### config.mk
export PLATFORM = sky130hd
export DESIGN_NAME = timed_blind_position_controller
export DESIGN_NICKNAME = d
export VERILOG_FILES = /design/src/rtl/tbpc_pkg.sv /design/src/rtl/tbpc_ctrl.sv /design/src/rtl/tbpc_div.sv /design/src/rtl/tbpc_dp.sv /design/src/rtl/timed_blind_position_controller.sv
export SDC_FILE = /design/constraint.sdc
export NUM_CORES = 1
export LEC_CHECK = 0
export CAP_MARGIN = 10
export CORE_MARGIN = 5
export CORE_UTILIZATION = 60
export CTS_BUF_LIST = sky130_fd_sc_hd__clkbuf_4
export CTS_CLUSTER_SIZE = 24
export DETAILED_ROUTE_END_ITERATION = 7
export DONT_BUFFER_PORTS = 1
export HOLD_SLACK_MARGIN = 0.03
export PLACE_DENSITY = 0.76
export SLEW_MARGIN = 30
export SYNTH_ARGS = -nofsm -noshare
export SYNTH_HDL_FRONTEND = slang
export SYNTH_HIERARCHICAL = 1
export SYNTH_SLANG_ARGS = --single-unit
### constraint.sdc
create_clock -name clk -period 13.81 [get_ports clk]
set_clock_uncertainty 0.05 [all_clocks]
set_input_delay 2.762 -clock clk [delete_from_list [all_inputs] [get_ports clk]]
set_output_delay 2.762 -clock clk [all_outputs]
set_load 0.005 [all_outputs]
### src/rtl/tbpc_pkg.sv
// ----------------------------------------------------------------------------
// tbpc_pkg
// Shared types and constants of the timed blind position controller.
// ----------------------------------------------------------------------------
package tbpc_pkg;

    localparam logic [31:0] FULL_Q       = 32'd6553600;
    localparam logic [31:0] HALF_Q       = 32'd32768;
    localparam logic [15:0] ENDSTOP_HOLD = 16'd3000;
    localparam logic [18:0] OVERRUN_MS   = 19'd5000;

    localparam logic [1:0] DIR_NONE = 2'd0;
    localparam logic [1:0] DIR_UP   = 2'd1;
    localparam logic [1:0] DIR_DOWN = 2'd2;
    localparam logic [1:0] DIR_STOP = 2'd3;

    localparam logic [1:0] MODE_TICK   = 2'd0;
    localparam logic [1:0] MODE_PRESS  = 2'd1;
    localparam logic [1:0] MODE_TARGET = 2'd2;
    localparam logic [1:0] MODE_STOP   = 2'd3;

    localparam logic [1:0] BTN_TOP    = 2'd0;
    localparam logic [1:0] BTN_MID    = 2'd1;
    localparam logic [1:0] BTN_BOTTOM = 2'd2;

    localparam logic [1:0] REP_NONE = 2'd0;
    localparam logic [1:0] REP_UP   = 2'd1;
    localparam logic [1:0] REP_DOWN = 2'd2;
    localparam logic [1:0] REP_STOP = 2'd3;

    localparam logic [2:0] CFG_SAFE  = 3'd0;
    localparam logic [2:0] CFG_UPT   = 3'd1;
    localparam logic [2:0] CFG_DNT   = 3'd2;
    localparam logic [2:0] CFG_SHORT = 3'd3;
    localparam logic [2:0] CFG_LONG  = 3'd4;
    localparam logic [2:0] CFG_PRE   = 3'd5;
    localparam logic [2:0] CFG_PAUSE = 3'd6;

    typedef struct packed {
        logic start;    // accept item: run the step logic
        logic div_go;   // launch the step divider
        logic out_load; // capture result register
    } cmd_t;

    typedef struct packed {
        logic need_div; // a start happened, step must be computed
        logic div_done;
    } status_t;

endpackage

### src/rtl/tbpc_ctrl.sv
// ----------------------------------------------------------------------------
// tbpc_ctrl
// Sequencer: accepts an item, waits for the step divider when a movement
// starts, then loads the result register.
// ----------------------------------------------------------------------------
module tbpc_ctrl (
    input  logic                 clk,
    input  logic                 rst_n,
    input  logic                 in_valid,
    output logic                 in_ready,
    input  logic                 out_valid,
    input  logic                 out_ready,
    input  tbpc_pkg::status_t    status,
    output tbpc_pkg::cmd_t       cmd
);

    typedef enum logic [2:0] {
        ST_IDLE = 3'b001,
        ST_CHK  = 3'b010,
        ST_DIV  = 3'b100
    } state_t;

    state_t state_reg, state_next;

    always_comb
    begin
        state_next   = state_reg;
        cmd          = '0;
        in_ready     = 1'b0;
        unique case (state_reg)
            ST_IDLE:
            begin
                in_ready = !out_valid || out_ready;
                if (in_valid && in_ready)
                begin
                    cmd.start  = 1'b1;
                    state_next = ST_CHK;
                end
            end
            ST_CHK:
            begin
                if (status.need_div)
                begin
                    cmd.div_go = 1'b1;
                    state_next = ST_DIV;
                end
                else
                begin
                    cmd.out_load = 1'b1;
                    state_next   = ST_IDLE;
                end
            end
            ST_DIV:
            begin
                if (status.div_done)
                begin
                    cmd.out_load = 1'b1;
                    state_next   = ST_IDLE;
                end
            end
            default: state_next = ST_IDLE;
        endcase
    end

    always_ff @(posedge clk or negedge rst_n)
    begin
        if (!rst_n)
            state_reg <= ST_IDLE;
        else
            state_reg <= state_next;
    end

endmodule

### src/rtl/tbpc_div.sv
// ----------------------------------------------------------------------------
// tbpc_div
// Restoring divider, one quotient bit per cycle:
// step = (FULL_Q + d/2) / d, with d forced to 1 when zero.
// ----------------------------------------------------------------------------
module tbpc_div (
    input  logic        clk,
    input  logic        rst_n,
    input  logic        go,
    input  logic [17:0] divisor,
    output logic        done,
    output logic [22:0] quotient
);

    logic [23:0] num_reg, num_next;
    logic [18:0] rem_reg, rem_next;
    logic [17:0] d_reg, d_next;
    logic [4:0]  cnt_reg, cnt_next;
    logic        busy_reg, busy_next;
    logic [18:0] trial;
    logic [17:0] d_eff;
    logic [23:0] dividend;

    assign d_eff    = (divisor == 18'd0) ? 18'd1 : divisor;
    assign dividend = tbpc_pkg::FULL_Q[23:0] + {7'd0, d_eff[17:1]};
    assign trial    = {rem_reg[17:0], num_reg[23]};
    assign done     = busy_reg && (cnt_reg == 5'd0);
    assign quotient = num_reg[22:0];

    always_comb
    begin
        num_next  = num_reg;
        rem_next  = rem_reg;
        d_next    = d_reg;
        cnt_next  = cnt_reg;
        busy_next = busy_reg;
        if (go)
        begin
            num_next  = dividend;
            rem_next  = '0;
            d_next    = d_eff;
            cnt_next  = 5'd24;
            busy_next = 1'b1;
        end
        else if (busy_reg)
        begin
            if (cnt_reg == 5'd0)
                busy_next = 1'b0;
            else
            begin
                cnt_next = cnt_reg - 5'd1;
                if (trial >= {1'b0, d_reg})
                begin
                    rem_next = trial - {1'b0, d_reg};
                    num_next = {num_reg[22:0], 1'b1};
                end
                else
                begin
                    rem_next = trial;
                    num_next = {num_reg[22:0], 1'b0};
                end
            end
        end
    end

    always_ff @(posedge clk or negedge rst_n)
    begin
        if (!rst_n)
        begin
            busy_reg <= 1'b0;
            cnt_reg  <= '0;
        end
        else
        begin
            busy_reg <= busy_next;
            cnt_reg  <= cnt_next;
        end
    end

    always_ff @(posedge clk)
    begin
        num_reg <= num_next;
        rem_reg <= rem_next;
        d_reg   <= d_next;
    end

endmodule

### src/rtl/tbpc_dp.sv
// ----------------------------------------------------------------------------
// tbpc_dp
// Datapath: configuration, position estimate, timers, command handling.
// ----------------------------------------------------------------------------
module tbpc_dp (
    input  logic               clk,
    input  logic               rst_n,
    input  logic               cfg_we,
    input  logic [2:0]         cfg_index,
    input  logic [17:0]        cfg_data,
    input  logic [1:0]         mode,
    input  logic [1:0]         button,
    input  logic [15:0]        press_ms,
    input  logic [6:0]         target_pct,
    input  tbpc_pkg::cmd_t     cmd,
    output tbpc_pkg::status_t  status,
    output logic               out_valid,
    input  logic               out_ready,
    output logic               motor_up,
    output logic               motor_down,
    output logic               led_up,
    output logic               led_down,
    output logic               led_pause,
    output logic [6:0]         position_pct,
    output logic [1:0]         report,
    output logic               in_motion,
    output logic               is_pending
);

    // configuration
    logic [15:0] safe_reg, short_reg, long_reg, pled_reg;
    logic [17:0] upt_reg, dnt_reg, limit_reg, limit_next;
    logic [6:0]  pre_reg;

    // block state
    logic [22:0] pos_reg, pos_next, tgt_reg, tgt_next, step_reg;
    logic [1:0]  adir_reg, adir_next, pdir_reg, pdir_next, rep_reg, rep_next;
    logic        mov_reg, mov_next, pend_reg, pend_next, pause_reg, pause_next;
    logic        esa_reg, esa_next;
    logic [15:0] est_reg, est_next;
    logic [31:0] run_reg, run_next;
    logic        ndiv_reg, ndiv_next;

    logic [22:0] quotient;
    logic        div_done;

    // output register
    logic        ov_reg;
    logic [1:0]  orep_reg;
    logic        oup_reg, odn_reg, opause_reg, omov_reg, opend_reg;
    logic [6:0]  opos_reg;

    assign status.need_div = ndiv_reg;
    assign status.div_done = div_done;

    tbpc_div u_div (
        .clk      (clk),
        .rst_n    (rst_n),
        .go       (cmd.div_go),
        .divisor  (limit_reg),
        .done     (div_done),
        .quotient (quotient)
    );

    always_ff @(posedge clk or negedge rst_n)
    begin
        if (!rst_n)
        begin
            safe_reg  <= 16'd500;
            upt_reg   <= 18'd30000;
            dnt_reg   <= 18'd30000;
            short_reg <= 16'd1000;
            long_reg  <= 16'd3000;
            pre_reg   <= 7'd50;
            pled_reg  <= 16'd2000;
        end
        else if (cfg_we)
        begin
            unique case (cfg_index)
                tbpc_pkg::CFG_SAFE:  safe_reg  <= cfg_data[15:0];
                tbpc_pkg::CFG_UPT:   upt_reg   <= cfg_data;
                tbpc_pkg::CFG_DNT:   dnt_reg   <= cfg_data;
                tbpc_pkg::CFG_SHORT: short_reg <= cfg_data[15:0];
                tbpc_pkg::CFG_LONG:  long_reg  <= cfg_data[15:0];
                tbpc_pkg::CFG_PRE:   pre_reg   <= cfg_data[6:0];
                tbpc_pkg::CFG_PAUSE: pled_reg  <= cfg_data[15:0];
                default: ;
            endcase
        end
    end

    // Step logic, evaluated on the accepted item.
    always_comb
    begin
        logic [1:0]  mdir;
        logic        mreq;
        logic        tgo;
        logic [6:0]  tpct;
        logic [22:0] nq;
        logic [22:0] diff;
        logic        shortp, midp;
        logic [22:0] pq;
        logic        skip;
        logic [31:0] tr;
        logic [23:0] sum;
        logic        stop_now;
        logic [22:0] rp;

        pos_next   = pos_reg;
        tgt_next   = tgt_reg;
        adir_next  = adir_reg;
        pdir_next  = pdir_reg;
        mov_next   = mov_reg;
        pend_next  = pend_reg;
        pause_next = pause_reg;
        esa_next   = esa_reg;
        est_next   = est_reg;
        run_next   = run_reg;
        limit_next = limit_reg;
        rep_next   = tbpc_pkg::REP_NONE;
        ndiv_next  = 1'b0;
        mdir       = tbpc_pkg::DIR_NONE;
        mreq       = 1'b0;
        tgo        = 1'b0;
        tpct       = '0;
        nq         = '0;
        diff       = '0;
        pq         = {pre_reg, 16'd0};
        shortp     = press_ms < short_reg;
        midp       = (press_ms > short_reg) && (press_ms < long_reg);
        skip       = 1'b0;
        tr         = '0;
        sum        = '0;
        stop_now   = 1'b0;
        rp         = '0;

        case (mode)
            tbpc_pkg::MODE_PRESS:
            begin
                case (button)
                    tbpc_pkg::BTN_TOP:
                    begin
                        tgo  = shortp || midp;
                        tpct = (midp && !shortp && pos_reg < pq) ? pre_reg : 7'd100;
                    end
                    tbpc_pkg::BTN_MID:
                    begin
                        mreq = shortp;
                        mdir = tbpc_pkg::DIR_STOP;
                    end
                    tbpc_pkg::BTN_BOTTOM:
                    begin
                        tgo  = shortp || midp;
                        tpct = (shortp && pos_reg > pq) ? pre_reg : 7'd0;
                    end
                    default: ;
                endcase
            end
            tbpc_pkg::MODE_TARGET:
            begin
                tgo  = 1'b1;
                tpct = target_pct;
            end
            tbpc_pkg::MODE_STOP:
            begin
                mreq = 1'b1;
                mdir = tbpc_pkg::DIR_STOP;
            end
            default:
            begin
                // tick
                tr = (run_reg == 32'hFFFF_FFFF) ? run_reg : run_reg + 32'd1;
                run_next = tr;
                if (pend_reg && tr >= {16'd0, safe_reg})
                begin
                    adir_next  = pdir_reg;
                    mov_next   = 1'b1;
                    pend_next  = 1'b0;
                    esa_next   = 1'b0;
                    est_next   = '0;
                    run_next   = '0;
                    limit_next = (pdir_reg == tbpc_pkg::DIR_UP) ? upt_reg : dnt_reg;
                    rep_next   = (pdir_reg == tbpc_pkg::DIR_UP) ?
                                 tbpc_pkg::REP_UP : tbpc_pkg::REP_DOWN;
                    ndiv_next  = 1'b1;
                end
                else if (mov_reg)
                begin
                    if (adir_reg == tbpc_pkg::DIR_UP)
                    begin
                        sum = {1'b0, pos_reg} + {1'b0, step_reg};
                        pos_next = (sum > tbpc_pkg::FULL_Q[23:0]) ?
                                   tbpc_pkg::FULL_Q[22:0] : sum[22:0];
                    end
                    else
                        pos_next = (pos_reg > step_reg) ? pos_reg - step_reg : '0;
                    if (tgt_reg < tbpc_pkg::FULL_Q[22:0] && tgt_reg != '0)
                    begin
                        if ((adir_reg == tbpc_pkg::DIR_UP && pos_next >= tgt_reg) ||
                            (adir_reg == tbpc_pkg::DIR_DOWN && pos_next <= tgt_reg))
                            stop_now = 1'b1;
                    end
                    else if ((pos_next >= tbpc_pkg::FULL_Q[22:0] &&
                              tgt_reg == tbpc_pkg::FULL_Q[22:0]) ||
                             (pos_next == '0 && tgt_reg == '0))
                    begin
                        if (!esa_reg)
                        begin
                            esa_next = 1'b1;
                            est_next = '0;
                        end
                        else if (est_reg != 16'hFFFF)
                            est_next = est_reg + 16'd1;
                        if (est_next >= tbpc_pkg::ENDSTOP_HOLD)
                        begin
                            esa_next = 1'b0;
                            est_next = '0;
                            stop_now = 1'b1;
                        end
                    end
                    else
                    begin
                        esa_next = 1'b0;
                        est_next = '0;
                    end
                    if (tr >= {13'd0, {1'b0, limit_reg} + tbpc_pkg::OVERRUN_MS})
                        stop_now = 1'b1;
                end
                // a fresh start checks the overrun against its own travel time
                if (pend_reg && tr >= {16'd0, safe_reg})
                begin
                    if (tr >= {13'd0, {1'b0, limit_next} + tbpc_pkg::OVERRUN_MS})
                        stop_now = 1'b1;
                end
                if (stop_now)
                begin
                    adir_next  = tbpc_pkg::DIR_NONE;
                    mov_next   = 1'b0;
                    pend_next  = 1'b0;
                    run_next   = '0;
                    rep_next   = tbpc_pkg::REP_STOP;
                    pause_next = 1'b1;
                    rp = (pos_next > tbpc_pkg::FULL_Q[22:0]) ?
                         tbpc_pkg::FULL_Q[22:0] : pos_next;
                    pos_next = {rp[22:16] + {6'd0, rp[15]}, 16'd0};
                end
                if (pause_next && (tr >= {16'd0, pled_reg} || mov_next))
                    pause_next = 1'b0;
            end
        endcase

        // set target: compute requested direction
        if (tgo)
        begin
            nq   = {tpct, 16'd0};
            diff = (nq > pos_reg) ? nq - pos_reg : pos_reg - nq;
            if (diff >= tbpc_pkg::HALF_Q[22:0])
            begin
                tgt_next = nq;
                if (nq > pos_reg && adir_reg != tbpc_pkg::DIR_UP)
                begin
                    mreq = 1'b1;
                    mdir = tbpc_pkg::DIR_UP;
                end
                else if (nq < pos_reg && adir_reg != tbpc_pkg::DIR_DOWN)
                begin
                    mreq = 1'b1;
                    mdir = tbpc_pkg::DIR_DOWN;
                end
            end
        end

        // move command
        if (mreq)
        begin
            if (mov_reg || mdir == tbpc_pkg::DIR_STOP || pend_reg)
            begin
                if ((adir_reg == tbpc_pkg::DIR_UP && mdir == tbpc_pkg::DIR_UP) ||
                    (adir_reg == tbpc_pkg::DIR_DOWN && mdir == tbpc_pkg::DIR_DOWN))
                    skip = 1'b1;
                else
                begin
                    adir_next = tbpc_pkg::DIR_NONE;
                    mov_next  = 1'b0;
                    pend_next = 1'b0;
                    run_next  = '0;
                    rep_next  = tbpc_pkg::REP_STOP;
                    if (mdir == tbpc_pkg::DIR_STOP)
                    begin
                        skip       = 1'b1;
                        pause_next = 1'b1;
                        rp = (pos_reg > tbpc_pkg::FULL_Q[22:0]) ?
                             tbpc_pkg::FULL_Q[22:0] : pos_reg;
                        pos_next = {rp[22:16] + {6'd0, rp[15]}, 16'd0};
                    end
                end
            end
            if (!skip)
            begin
                if (!((pos_reg == '0 && mdir == tbpc_pkg::DIR_DOWN) ||
                      (pos_reg >= tbpc_pkg::FULL_Q[22:0] && mdir == tbpc_pkg::DIR_UP)))
                begin
                    pdir_next = mdir;
                    pend_next = 1'b1;
                    if (run_next > {16'd0, safe_reg})
                        run_next = {16'd0, safe_reg};
                end
            end
        end
    end

    always_ff @(posedge clk or negedge rst_n)
    begin
        if (!rst_n)
        begin
            pos_reg   <= '0;
            tgt_reg   <= '0;
            adir_reg  <= tbpc_pkg::DIR_NONE;
            pdir_reg  <= tbpc_pkg::DIR_NONE;
            mov_reg   <= 1'b0;
            pend_reg  <= 1'b0;
            pause_reg <= 1'b0;
            esa_reg   <= 1'b0;
            est_reg   <= '0;
            run_reg   <= '0;
            limit_reg <= '0;
            rep_reg   <= tbpc_pkg::REP_NONE;
            ndiv_reg  <= 1'b0;
            step_reg  <= '0;
        end
        else
        begin
            if (cmd.start)
            begin
                pos_reg   <= pos_next;
                tgt_reg   <= tgt_next;
                adir_reg  <= adir_next;
                pdir_reg  <= pdir_next;
                mov_reg   <= mov_next;
                pend_reg  <= pend_next;
                pause_reg <= pause_next;
                esa_reg   <= esa_next;
                est_reg   <= est_next;
                run_reg   <= run_next;
                limit_reg <= limit_next;
                rep_reg   <= rep_next;
                ndiv_reg  <= ndiv_next;
            end
            if (div_done)
                step_reg <= quotient;
        end
    end

    // result register: holds until transferred
    always_ff @(posedge clk or negedge rst_n)
    begin
        if (!rst_n)
            ov_reg <= 1'b0;
        else if (cmd.out_load)
            ov_reg <= 1'b1;
        else if (out_ready)
            ov_reg <= 1'b0;
    end

    always_ff @(posedge clk)
    begin
        if (cmd.out_load)
        begin
            oup_reg    <= mov_reg && adir_reg == tbpc_pkg::DIR_UP;
            odn_reg    <= mov_reg && adir_reg == tbpc_pkg::DIR_DOWN;
            opause_reg <= pause_reg;
            opos_reg   <= pos_reg[22:16] + {6'd0, pos_reg[15]};
            orep_reg   <= rep_reg;
            omov_reg   <= mov_reg;
            opend_reg  <= pend_reg;
        end
    end

    assign out_valid    = ov_reg;
    assign motor_up     = oup_reg;
    assign motor_down   = odn_reg;
    assign led_up       = oup_reg;
    assign led_down     = odn_reg;
    assign led_pause    = opause_reg;
    assign position_pct = opos_reg;
    assign report       = orep_reg;
    assign in_motion    = omov_reg;
    assign is_pending   = opend_reg;

endmodule

### src/rtl/timed_blind_position_controller.sv
// ----------------------------------------------------------------------------
// timed_blind_position_controller
// Window blind relay and LED controller with time-based position estimate.
// ----------------------------------------------------------------------------
// Input channel (in_valid/in_ready) carries one item: a 1 ms tick, a button
// press with its duration, a set-target command or a stop command.
// Every item gives exactly one result on the output channel
// (out_valid/out_ready): relay and LED drives, rounded position, report
// code and moving/pending flags.
// After the input transfer the sequencer passes its check state and loads
// the result register; a tick that starts a movement first launches the
// bit-serial step divider and waits for its quotient before the load.
// One item is in work at a time; the next is taken once the result
// register is free or being transferred in the same cycle.
// If the receiver stalls, the result holds and no new item is taken.
// Configuration is a write port (cfg_we, cfg_index, cfg_data) used while
// idle; the user must keep to this, as the block does not enforce it.
// Reset clears the position, all timers and flags and loads the default
// configuration; the block is ready in the first cycle after reset.
// ----------------------------------------------------------------------------
module timed_blind_position_controller (
    input  logic        clk,
    input  logic        rst_n,
    input  logic        cfg_we,
    input  logic [2:0]  cfg_index,
    input  logic [17:0] cfg_data,
    input  logic        in_valid,
    output logic        in_ready,
    input  logic [1:0]  mode,
    input  logic [1:0]  button,
    input  logic [15:0] press_ms,
    input  logic [6:0]  target_pct,
    output logic        out_valid,
    input  logic        out_ready,
    output logic        motor_up,
    output logic        motor_down,
    output logic        led_up,
    output logic        led_down,
    output logic        led_pause,
    output logic [6:0]  position_pct,
    output logic [1:0]  report,
    output logic        in_motion,
    output logic        is_pending
);

    tbpc_pkg::cmd_t    cmd;
    tbpc_pkg::status_t status;

    tbpc_ctrl u_ctrl (
        .clk       (clk),
        .rst_n     (rst_n),
        .in_valid  (in_valid),
        .in_ready  (in_ready),
        .out_valid (out_valid),
        .out_ready (out_ready),
        .status    (status),
        .cmd       (cmd)
    );

    tbpc_dp u_dp (
        .clk          (clk),
        .rst_n        (rst_n),
        .cfg_we       (cfg_we),
        .cfg_index    (cfg_index),
        .cfg_data     (cfg_data),
        .mode         (mode),
        .button       (button),
        .press_ms     (press_ms),
        .target_pct   (target_pct),
        .cmd          (cmd),
        .status       (status),
        .out_valid    (out_valid),
        .out_ready    (out_ready),
        .motor_up     (motor_up),
        .motor_down   (motor_down),
        .led_up       (led_up),
        .led_down     (led_down),
        .led_pause    (led_pause),
        .position_pct (position_pct),
        .report       (report),
        .in_motion    (in_motion),
        .is_pending   (is_pending)
    );

`ifndef SYNTHESIS
    a_relays_excl: assert property (@(posedge clk) disable iff (!rst_n)
        out_valid |-> !(motor_up && motor_down))
        else $error("both relays driven");
    a_move_pend: assert property (@(posedge clk) disable iff (!rst_n)
        out_valid |-> !(in_motion && is_pending))
        else $error("moving and pending together");
    a_no_overlap: assert property (@(posedge clk) disable iff (!rst_n)
        (out_valid && !out_ready) |-> !in_ready)
        else $error("item taken while result stalled");
`endif

endmodule
; ---- Word level (Yosys, flattened, before mapping)
; Cells that the tools add are included.
[totals]
register_bits = 321
inputBits = 53
output_inout_bits = 18
elab_cells = 311
[classes]
n_addsub = 14
n_lt_le_gt_ge = 24
n_eq_ne = 29
mux = 145
bitwise = 4
reduce_logical = 59
[ops]
columns = cell, count
row1 = 2-to-1 mux 23 bit, 18
row2 = 2-to-1 mux 32 bit, 11
row3 = 2-to-1 mux 16 bit, 12
row4 = 2-to-1 mux 18 bit, 5
row5 = 2-to-1 mux 24 bit, 3
row6 = greater-than comparator 23 bit, 3
row7 = logical NOT 23 bit, 3
row8 = subtractor 23 bit, 3
row9 = >= comparator 32 x 16 -> 1 bit, 2
row10 = >= comparator 32 x 19 -> 1 bit, 2
row11 = 2-to-1 mux 1 bit, 63
row12 = ">= comparator 23 bit, second input constant", 2
row13 = "greater-than comparator 23 bit, second input constant", 2
row14 = less-than comparator 23 bit, 2
row15 = "adder 18 x 13 -> 19 bit, second input constant", 2
row16 = 2-to-1 mux 2 bit, 18
row17 = "adder 32 x 1 -> 32 bit, second input constant", 1
row18 = "equality test 32 bit, second input constant", 1
row19 = greater-than comparator 32 x 16 -> 1 bit, 1
row20 = less-than comparator 16 bit, 2
row21 = case mux 7 bit (2 select lines), 2
row22 = "adder 23 x 17 -> 24 bit, first input constant", 1
row23 = adder 23 x 23 -> 24 bit, 1
row24 = "greater-than comparator 24 x 23 -> 1 bit, second input constant", 1
row25 = other kinds (41), 114

; ---- Longest topological paths before layout
; Gate-level depths: netlist (run 1).
[logic_depth]
word_depth = 35
depth_mapped = 50

; ---- By module
; Netlist (run 1), hierarchy kept.
[modules_own_cells]
columns = mod, n_inst, cells_per_inst, area_per_inst_um2, seq_area_each_um2
row1 = tbpc_dp, 1, 2437, 20981.4, 6428.7
row2 = tbpc_div, 1, 441, 4336.7, 1771.7
row3 = tbpc_ctrl, 1, 18, 185.2, 76.3

; ---- Worst setup path before layout (run 1)
; OpenSTA, ideal clock, no wires.
[synth_timing]
path_kind = input -> register
start = input press_ms[1]
end = register u_dp.run_reg[23]
arrival_time_ns = 11.263
required_ns = 13.696
slack_ns = 2.433
cell_stages = 48
path_cell_list = ha_1 nor2b_1 o21a_1 o21a_1 o21a_1 o21a_1 o21ai_0 a21oi_1 nor4_1 o21a_1 o21a_1 a22o_1 nand2_1 inv_1 ha_1 clkbuf_1 a21o_1 a2111oi_0 (+12 left out) ha_1 nor2b_1 o21a_1 o21a_1 o21a_1 o21a_1 o21a_1 o21a_1 o21ai_0 a21boi_0 o21ai_0 a21o_1 a31oi_1 o21a_1 buf_4 buf_4 a211oi_1 a21o_1
[synth_via]
elab_chain_len = 24
word_cells_on_any_way = 56
[synth_lines]
columns = item, line
row1 = from (decl), timed_blind_position_controller.sv:31  ; input logic [15:0] press_ms,
row2 = branches (longest 23 deep; another with subtractor 23 bit), --
row3 = 2-to-1 mux 32 bit (*), tbpc_dp.sv:274  ; if (mreq)
row4 = to (signal assigned), tbpc_dp.sv:344  ; run_reg <= run_next;
row5 = to (decl), tbpc_dp.sv:41  ; logic [31:0] run_reg, run_next;
; Every way passes the cells marked *. The select of a mux whose other input is x is not followed.
; A chain may end at the register's enable or synchronous reset.

; ---- Final worst setup path (run 1)
[layout_timing]
start = input press_ms[1]
end = register u_dp.run_reg[21]
; The elaborated chain is that of the path after synthesis.

==> results of run 1 <==
## cell type report
type | count | area (um^2)
Multi-Input combinational cell | 2188 | 15500
Fill cell | 3636 | 15400
Sequential cell | 321 | 8280
Clock buffer | 134 | 1010
Inverter | 193 | 724
Tap cell | 539 | 674
Timing Repair Buffer | 34 | 263
Clock inverter | 29 | 203
Antenna cell | 4 | 10.0
## worst max-delay path, delay by kind of cell
kind | cells | cell delay, ns
AND/OR/NAND/NOR | 9 | 2.23
AO/OA/AOI/OAI | 28 | 5.74
XOR/XNOR | 1 | 0.08
buffers and inverters | 2 | 0.44
adder cells (fa/ha/maj) | 3 | 0.91
multiplexers | 1 | 0.27
## routing by layer
layer	part of all wire	GRT usage	vias to the layer above	wire length, um
li1	-	-	10514	-
met1	0.42	0.431	10940	32700
met2	0.46	0.516	1048	35700
met3	0.081	0.0674	214	6250
met4	0.035	0.113	0	2680
met5	0	0	-	0
## cell families after synthesis
family                     after synthesis  synth area share
AOI/OAI and AO/OA                      826             0.220
xor gates and xnor gates               107            0.0367
DFF                                    321             0.325
buffers and inverters                  387            0.0691
adders and majority gates              229             0.114
and+or+nand+nor                        891             0.177
muxes                                  135            0.0583
## stage by stage
stage / std cells / setup WS [ns] / power, mW
after floorplan: 2896 / 2.43 / 3.53
after global placement: 3273 / 1.56 / 4.24
after detailed placement: 3273 / 1.37 / 4.31
after CTS: 3436 / 2.22 / 5.28
after global routing: 3442 / 1.17 / 5.69
final: 3442 / 2.08 / 5.33
## Yosys cell counts, types with 13 or more instances
master / n
a211oi_1: 29
a21o_1: 59
a21oi_1: 179
a221o_1: 20
a22o_1: 14
a31oi_1: 30
and2_1: 23
and3_1: 32
buf_2: 19
buf_4: 34
clkbuf_1: 112
dfrtp_1: 204
dfstp_2: 43
dfxtp_1: 18
edfxtp_1: 56
ha_1: 225
inv_1: 193
mux2_2: 107
mux2i_1: 27
nand2_1: 213
nand2b_1: 44
nand3_1: 89
nand4_1: 39
nor2_1: 191
nor2b_1: 39
nor3_1: 70
nor4_1: 45
o211ai_1: 26
o21a_1: 33
o21ai_0: 196
o21bai_1: 15
o31a_1: 13
o31ai_1: 30
or2_2: 19
or3_1: 19
xnor2_1: 74
xor2_1: 33
## path summary, 6_finish.rpt
check / slack [ns] / depth (start not counted) / from / endpoint
min: 0.43 / 2 / u_dp/u_div/num_reg[2]$_DFFE_PP_ / u_dp/step_reg[2]$_DFFE_PN0P_
max: 2.08 / 44 / press_ms[1] / u_dp/run_reg[21]$_DFFE_PN0P_
min reg2reg: 0.43 / 2 / u_dp/u_div/num_reg[2]$_DFFE_PP_ / u_dp/step_reg[2]$_DFFE_PN0P_
max in group asynchronous: 11.31 / 0 / rst_n / u_dp/tgt_reg[18]$_DFFE_PN0P_
max reg2reg: 3.60 / 45 / u_dp/short_reg[1]$_DFFE_PN0P_ / u_dp/run_reg[21]$_DFFE_PN0P_
min in group asynchronous: 1.61 / 0 / rst_n / u_dp/step_reg[17]$_DFFE_PN0P_
## power breakdown
group | internal, mW | total, mW | leakage (nW) | switching (mW)
Combinational | 1.16 | 2.97 | 7.19 | 1.82
Clock | 0.501 | 0.931 | 0.715 | 0.431
Sequential | 1.17 | 1.43 | 3.75 | 0.257
Total | 2.83 | 5.33 | 11.7 | 2.50
==> impl_metrics.csv, run 1 <==
group,metric,value,unit
detailed_routing,num_vias,22716,
power,ir_drop,101,uV
timing,setup-violations-final,0,
clock_network,clk_pin_slew,0.06,ns
clock_network,cts_hold_buf,0,
timing,maxSlewHeadroom,0.357,
worst_setup_path,start_kind,"input pin",
place,placed_area,25400,um^2
global_route,antenna_found_initial,3,
die,row_count,75,
timing,hold_violations,0,
layout,layout_common_cells,"ha_1, nand2_1, dfrtp_1, o21ai_0, inv_1",
power,power.density,200,nW/um^2
yosys,syn_inst,2896,
place,port_buffers,0,
detailed_routing,drtPass1Iterations,6,
worst_setup_path,crit_path_max_incr_delay,0.58,ns
global_route,grt_max_degree,248,
clock_network,root_buffer,"clkbuf_4",
worst_setup_path,cp.required,14.52,ns
detailed_routing,wl_per_cell,22.5,um
clock_network,clkSinkCount,321,
die,start_util,0.607,
die,ioPinCount,71,
clock_network,htreeDepth,3,
worst_setup_path,critPathMaxFanout,20,
global_route,first_global_vias,22002,
layout,layout.nets,3108,
yosys,synthFlopType,"dfrtp_1",
yosys,synth_top_area_share,0.200,
worst_setup_path,endpoint_kind,"flop",
clock_network,post-cts-setup-buffers,0,
timing,fin_crit_sh,0.850,
yosys,synth_edf_count,56,
detailed_routing,routed_wirelength,77300,um
layout,final_util,0.634,
yosys,yosys_warnings,6,
detailed_routing,ant_nets,0,
timing,finalMaxSlewViolations,0,
place,gp_congestion,0.996,
worst_setup_path,crit_slowest_cell,"or4_1",
layout,largest_register_ffs,32,
layout,area_delta_synth_final,4.53,%
worst_setup_path,critPathArrivalTime,12.44,ns
global_route,track_usage,0.320,
worst_setup_path,crit_top_cell,"o21a_1",
timing,setup-tns-final,0,ns
die,die_h,216,um
job,maxCapViolCount,0,
hold_path,hold_path.class,"flop to flop",
die,die_area,46700,um^2
detailed_routing,post-route-drc-count,0,
status,status,"complete, no violations",
die,core-area,42000,um^2
clock_network,numCtsBuffers,88,
yosys,yosys-top-cells-area,"dfrtp_1, ha_1, edfxtp_1",
clock_network,ctsResizeCount,0,
yosys,yosysSeqAreaShare,0.325,
clock_network,clock_path_buffers,3,
yosys,syn_area,25500,um^2
global_route,overflow,0,
worst_setup_path,worstSetupPathType,"input pin to flop",
global_route,grt_pass1_wl,122000,um
clock_network,clock_latency,0.82,ns
detailed_routing,via_per_inst,6.60,
clock_network,cts_tree,"built",
yosys,synth.avg_cell_area,8.81,um^2
timing,hold_slack,0.428,ns
yosys,synth_fp_nets,3178,
timing,rsz0062_at_grt,"false",
detailed_routing,drt_iter0_drc,2638,
die,die_w,216,um
layout,drive_gt1_frac,0.139,
timing,max_freq,85.2,MHz
yosys,yosys.area.top_type,"dfrtp_1",
power,p_leak,11.7,nW
yosys,ys_types,117,
yosys,synth_seq_cells,321,
yosys,synthArstFlopShare,0.769,
layout,final_common_cell,"ha_1",
timing,post-route-min-period,11.73,ns
layout,final_cell_area,26700,um^2
timing,worst_pin_slew,0.964,ns
place,hpwl,56700,um
Note: power is estimated with default switching activity, not from simulation.
==> inputs of run 2 (changes only) <==
ABC_AREA = 1   (was not set)
PLACE_DENSITY = 0.79   (was 0.76)
clock period = 10.6 ns   (was 13.81 ns; I/O delays follow)
==> impl_metrics.csv, run 2 <==
group,metric,value,unit
power,p_seq_frac,0.236,
yosys,synthTopCellsByCount,"nand2_1, inv_1, nor2_1",
clock_network,numCtsBuffers,89,
place,gp_congestion,0.982,
timing,post-route-min-period,9.82,ns
clock_network,root_buffer,"clkbuf_4",
hold_path,whs_path_depth,2,
place,port_buffers,0,
clock_network,htreeDepth,3,
timing,setup-tns-final,0,ns
hold_path,hold_path.class,"flop to flop",
power,clkPwrFrac,0.146,
yosys,synth_top_area_share,0.195,
yosys,yosysMostFrequentCell,"nand2_1",
timing,rsz0062_at_grt,"false",
place,placed_area,26300,um^2
yosys,yosysSeqAreaShare,0.316,
yosys,synthFlopType,"dfrtp_1",
layout,largest_register_ffs,32,
die,die_area,48000,um^2
hold_path,min-delay-start,"u_dp/u_div/rem_reg[13]$_SDFFE_PP0P_",
worst_setup_path,crit_top_cell,"inv_1",
clock_network,cts_tree,"built",
worst_setup_path,worstSetupPathType,"flop to flop",
worst_setup_path,endpoint_kind,"flop",
die,row_count,76,
detailed_routing,wl_per_cell,17.4,um
detailed_routing,drtPass1Iterations,8,
worst_setup_path,path_delay_family,"simple AND/OR/NAND/NOR gates",
timing,hold_slack,0.423,ns
clock_network,clock_latency,0.83,ns
layout,drive_gt1_frac,0.0954,
power,p_leak,14.0,nW
global_route,grt_pass1_wl,120000,um
layout,layout.nets,3973,
global_route,grt_max_degree,248,
power,p_sw_frac,0.522,
place,place_ws,0.420,ns
global_route,track_usage,0.311,
yosys,yosys-top-cells-area,"dfrtp_1, nand2_1, ha_1",
global_route,grt_use_met2,0.496,
yosys,synth_edf_count,56,
yosys,ys_types,76,
detailed_routing,ant_nets,0,
power,cellInternalPower,4.00,mW
worst_setup_path,cp.required,11.27,ns
yosys,synth_fp_nets,4013,
global_route,first_global_vias,23122,
yosys,synth_seq_cells,321,
hold_path,worstHoldEndpoint,"u_dp/u_div/rem_reg[13]$_SDFFE_PP0P_",
worst_setup_path,start_kind,"flop",
timing,setup-violations-final,0,
global_route,gr-usage-met3,0.0486,
timing,hold_violations,0,
detailed_routing,num_vias,24633,
timing,finalMaxSlewViolations,0,
global_route,busiest_layer,"met2",
layout,final_cell_area,27600,um^2
die,ioPinCount,71,
clock_network,clock_path_buffers,3,
layout,area_delta_synth_final,5.27,%
power,ir_drop,147,uV
layout,final_common_cell,"nand2_1",
yosys,yosys.area.top_type,"dfrtp_1",
global_route,antenna_found_initial,2,
die,start_util,0.607,
worst_setup_path,critPathMaxFanout,23,
job,maxCapViolCount,0,
timing,worst_pin_slew,0.977,ns
layout,final_util,0.639,
power,power.density,303,nW/um^2
timing,fin_crit_sh,0.927,
detailed_routing,routed_wirelength,75800,um
worst_setup_path,r2r_end,"u_dp/run_reg[29]$_DFFE_PN0P_",
detailed_routing,post-route-drc-count,0,
die,core-area,43200,um^2
yosys,synthArstFlopShare,0.769,
detailed_routing,drt_iter0_drc,2226,
worst_setup_path,reg2reg_depth,64,
power,p_sw,4.37,mW
yosys,syn_inst,3731,
worst_setup_path,crit_slowest_cell,"dfrtp_1",
place,hpwl,57100,um
worst_setup_path,rrSetupSlack,0.78,ns
worst_setup_path,critPathBufInv,14,
yosys,syn_area,26200,um^2
clock_network,clk_pin_slew,0.07,ns
timing,maxSlewHeadroom,0.346,
worst_setup_path,critPathArrivalTime,10.50,ns
global_route,overflow,0,
worst_setup_path,rr_startpoint,"u_dp/run_reg[0]$_DFFE_PN0P_",
status,status,"complete, no violations",
layout,layout_common_cells,"nand2_1, inv_1, nor2_1, o21ai_0, ha_1",
timing,max_freq,102,MHz
die,die_w,219,um
power,p_comb_frac,0.618,
worst_setup_path,crit_path_max_incr_delay,0.41,ns
global_route,grtUsageMet1,0.416,
timing,setup_ws,0.776,ns
yosys,synth.avg_cell_area,7.03,um^2
detailed_routing,via_per_inst,5.66,
yosys,yosys_warnings,6,
clock_network,clkSinkCount,321,
die,die_h,219,um
run 2: cell count changes after synthesis, moves of 33 or more:
| cell | previous run | this run |
|---|---|---|
| xnor2_1 | 74 | 21 |
| xor2_1 | 33 | 73 |
| o21ai_0 | 196 | 296 |
| mux2_2 | 107 | 2 |
| nor2_1 | 191 | 311 |
| nand3_1 | 89 | 190 |
| a21o_1 | 59 | 6 |
| nor2b_1 | 39 | 0 |
| nand2b_1 | 44 | 0 |
| nor4_1 | 45 | 12 |
| inv_1 | 193 | 542 |
| o22ai_1 | 7 | 46 |
| nand2_1 | 213 | 957 |
run 2: how the worst max path moves through the flow:
| stage | startpoint | end | slack, ns | depth (start not counted) |
|---|---|---|---|---|
| 2_1_floorplan | press_ms[3] | u_dp/run_reg[22]$_DFFE_PN0P_ | 2.33 | 53 |
| 3_3_place_gp | press_ms[1] | u_dp/run_reg[18]$_DFFE_PN0P_ | 0.57 | 45 |
| 3_5_place_dp | u_dp/run_reg[0]$_DFFE_PN0P_ | u_dp/run_reg[21]$_DFFE_PN0P_ | 0.42 | 59 |
| 4_1_cts | u_dp/run_reg[0]$_DFFE_PN0P_ | u_dp/run_reg[21]$_DFFE_PN0P_ | 0.39 | 59 |
| 5_1_grt | u_dp/run_reg[0]$_DFFE_PN0P_ | u_dp/run_reg[29]$_DFFE_PN0P_ | 0.02 | 64 |
| 6_report | u_dp/run_reg[0]$_DFFE_PN0P_ | u_dp/run_reg[29]$_DFFE_PN0P_ | 0.78 | 64 |
run 2: repair_timing:
| item | 4_1_cts | 5_1_grt |
|---|---|---|
| hold buffers | 0 | 0 |
| endpoints found under the setup margin | 0 | 32 |
| buffers inserted | 0 | 7 |
| resized for setup | 0 | 5 |
run 2: cells by family (layout without fill, tap and decap cells):
group,after synthesis,in the layout,synth area share
AND/OR/NAND/NOR,1689,1689,0.280
buffers and inverters,720,754,0.113
AO/OA/AOI/OAI,675,675,0.148
flip-flops,321,321,0.316
adder cells (fa/ha/maj),229,229,0.110
XOR/XNOR,95,95,0.0320
multiplexers,2,2,0.000859
other,0,1,0
run 2: power by group through the flow:
stage / combinational (mW) / clock (mW) / sequential, mW
3_5_place_dp: 5.02 / 0 / 1.98
4_1_cts: 5.05 / 1.26 / 1.96
2_1_floorplan: 3.88 / 0 / 1.84
3_3_place_gp: 4.95 / 0 / 1.97
5_1_grt: 5.77 / 1.32 / 2.01
6_report: 5.17 / 1.22 / 1.98
run 2: worst reg2reg max path, delay by kind of cell, from the launching register on:
family                     cells  cell delay, ns
buffers and inverters         14            2.16
adders and majority gates      5            1.17
DFF                            1            0.41
and+or+nand+nor               28            3.48
AOI/OAI and AO/OA             16            2.28
xor gates and xnor gates       1            0.19
run 2: area by class of cell:
type,instances,area (um^2)
Fill cell,4044,15600
Multi-Input combinational cell,2690,15000
Sequential cell,321,8280
Inverter,558,2100
Clock buffer,137,1030
Tap cell,585,732
Timing Repair Buffer,31,249
Clock inverter,28,198
Antenna cell,1,2.50
run 2: routing by layer:
layer / routed length (um) / up-vias
met5: 12 / -
met4: 3700 / 2
met3: 5780 / 177
met2: 34300 / 996
met1: 32000 / 11306
li1: - / 12152
run 2: through the flow:
stage	cells	total power [mW]
2_1_floorplan	3731	5.72
3_3_place_gp	4178	6.92
3_5_place_dp	4178	7.00
4_1_cts	4343	8.27
5_1_grt	4351	9.10
6_report	4351	8.37
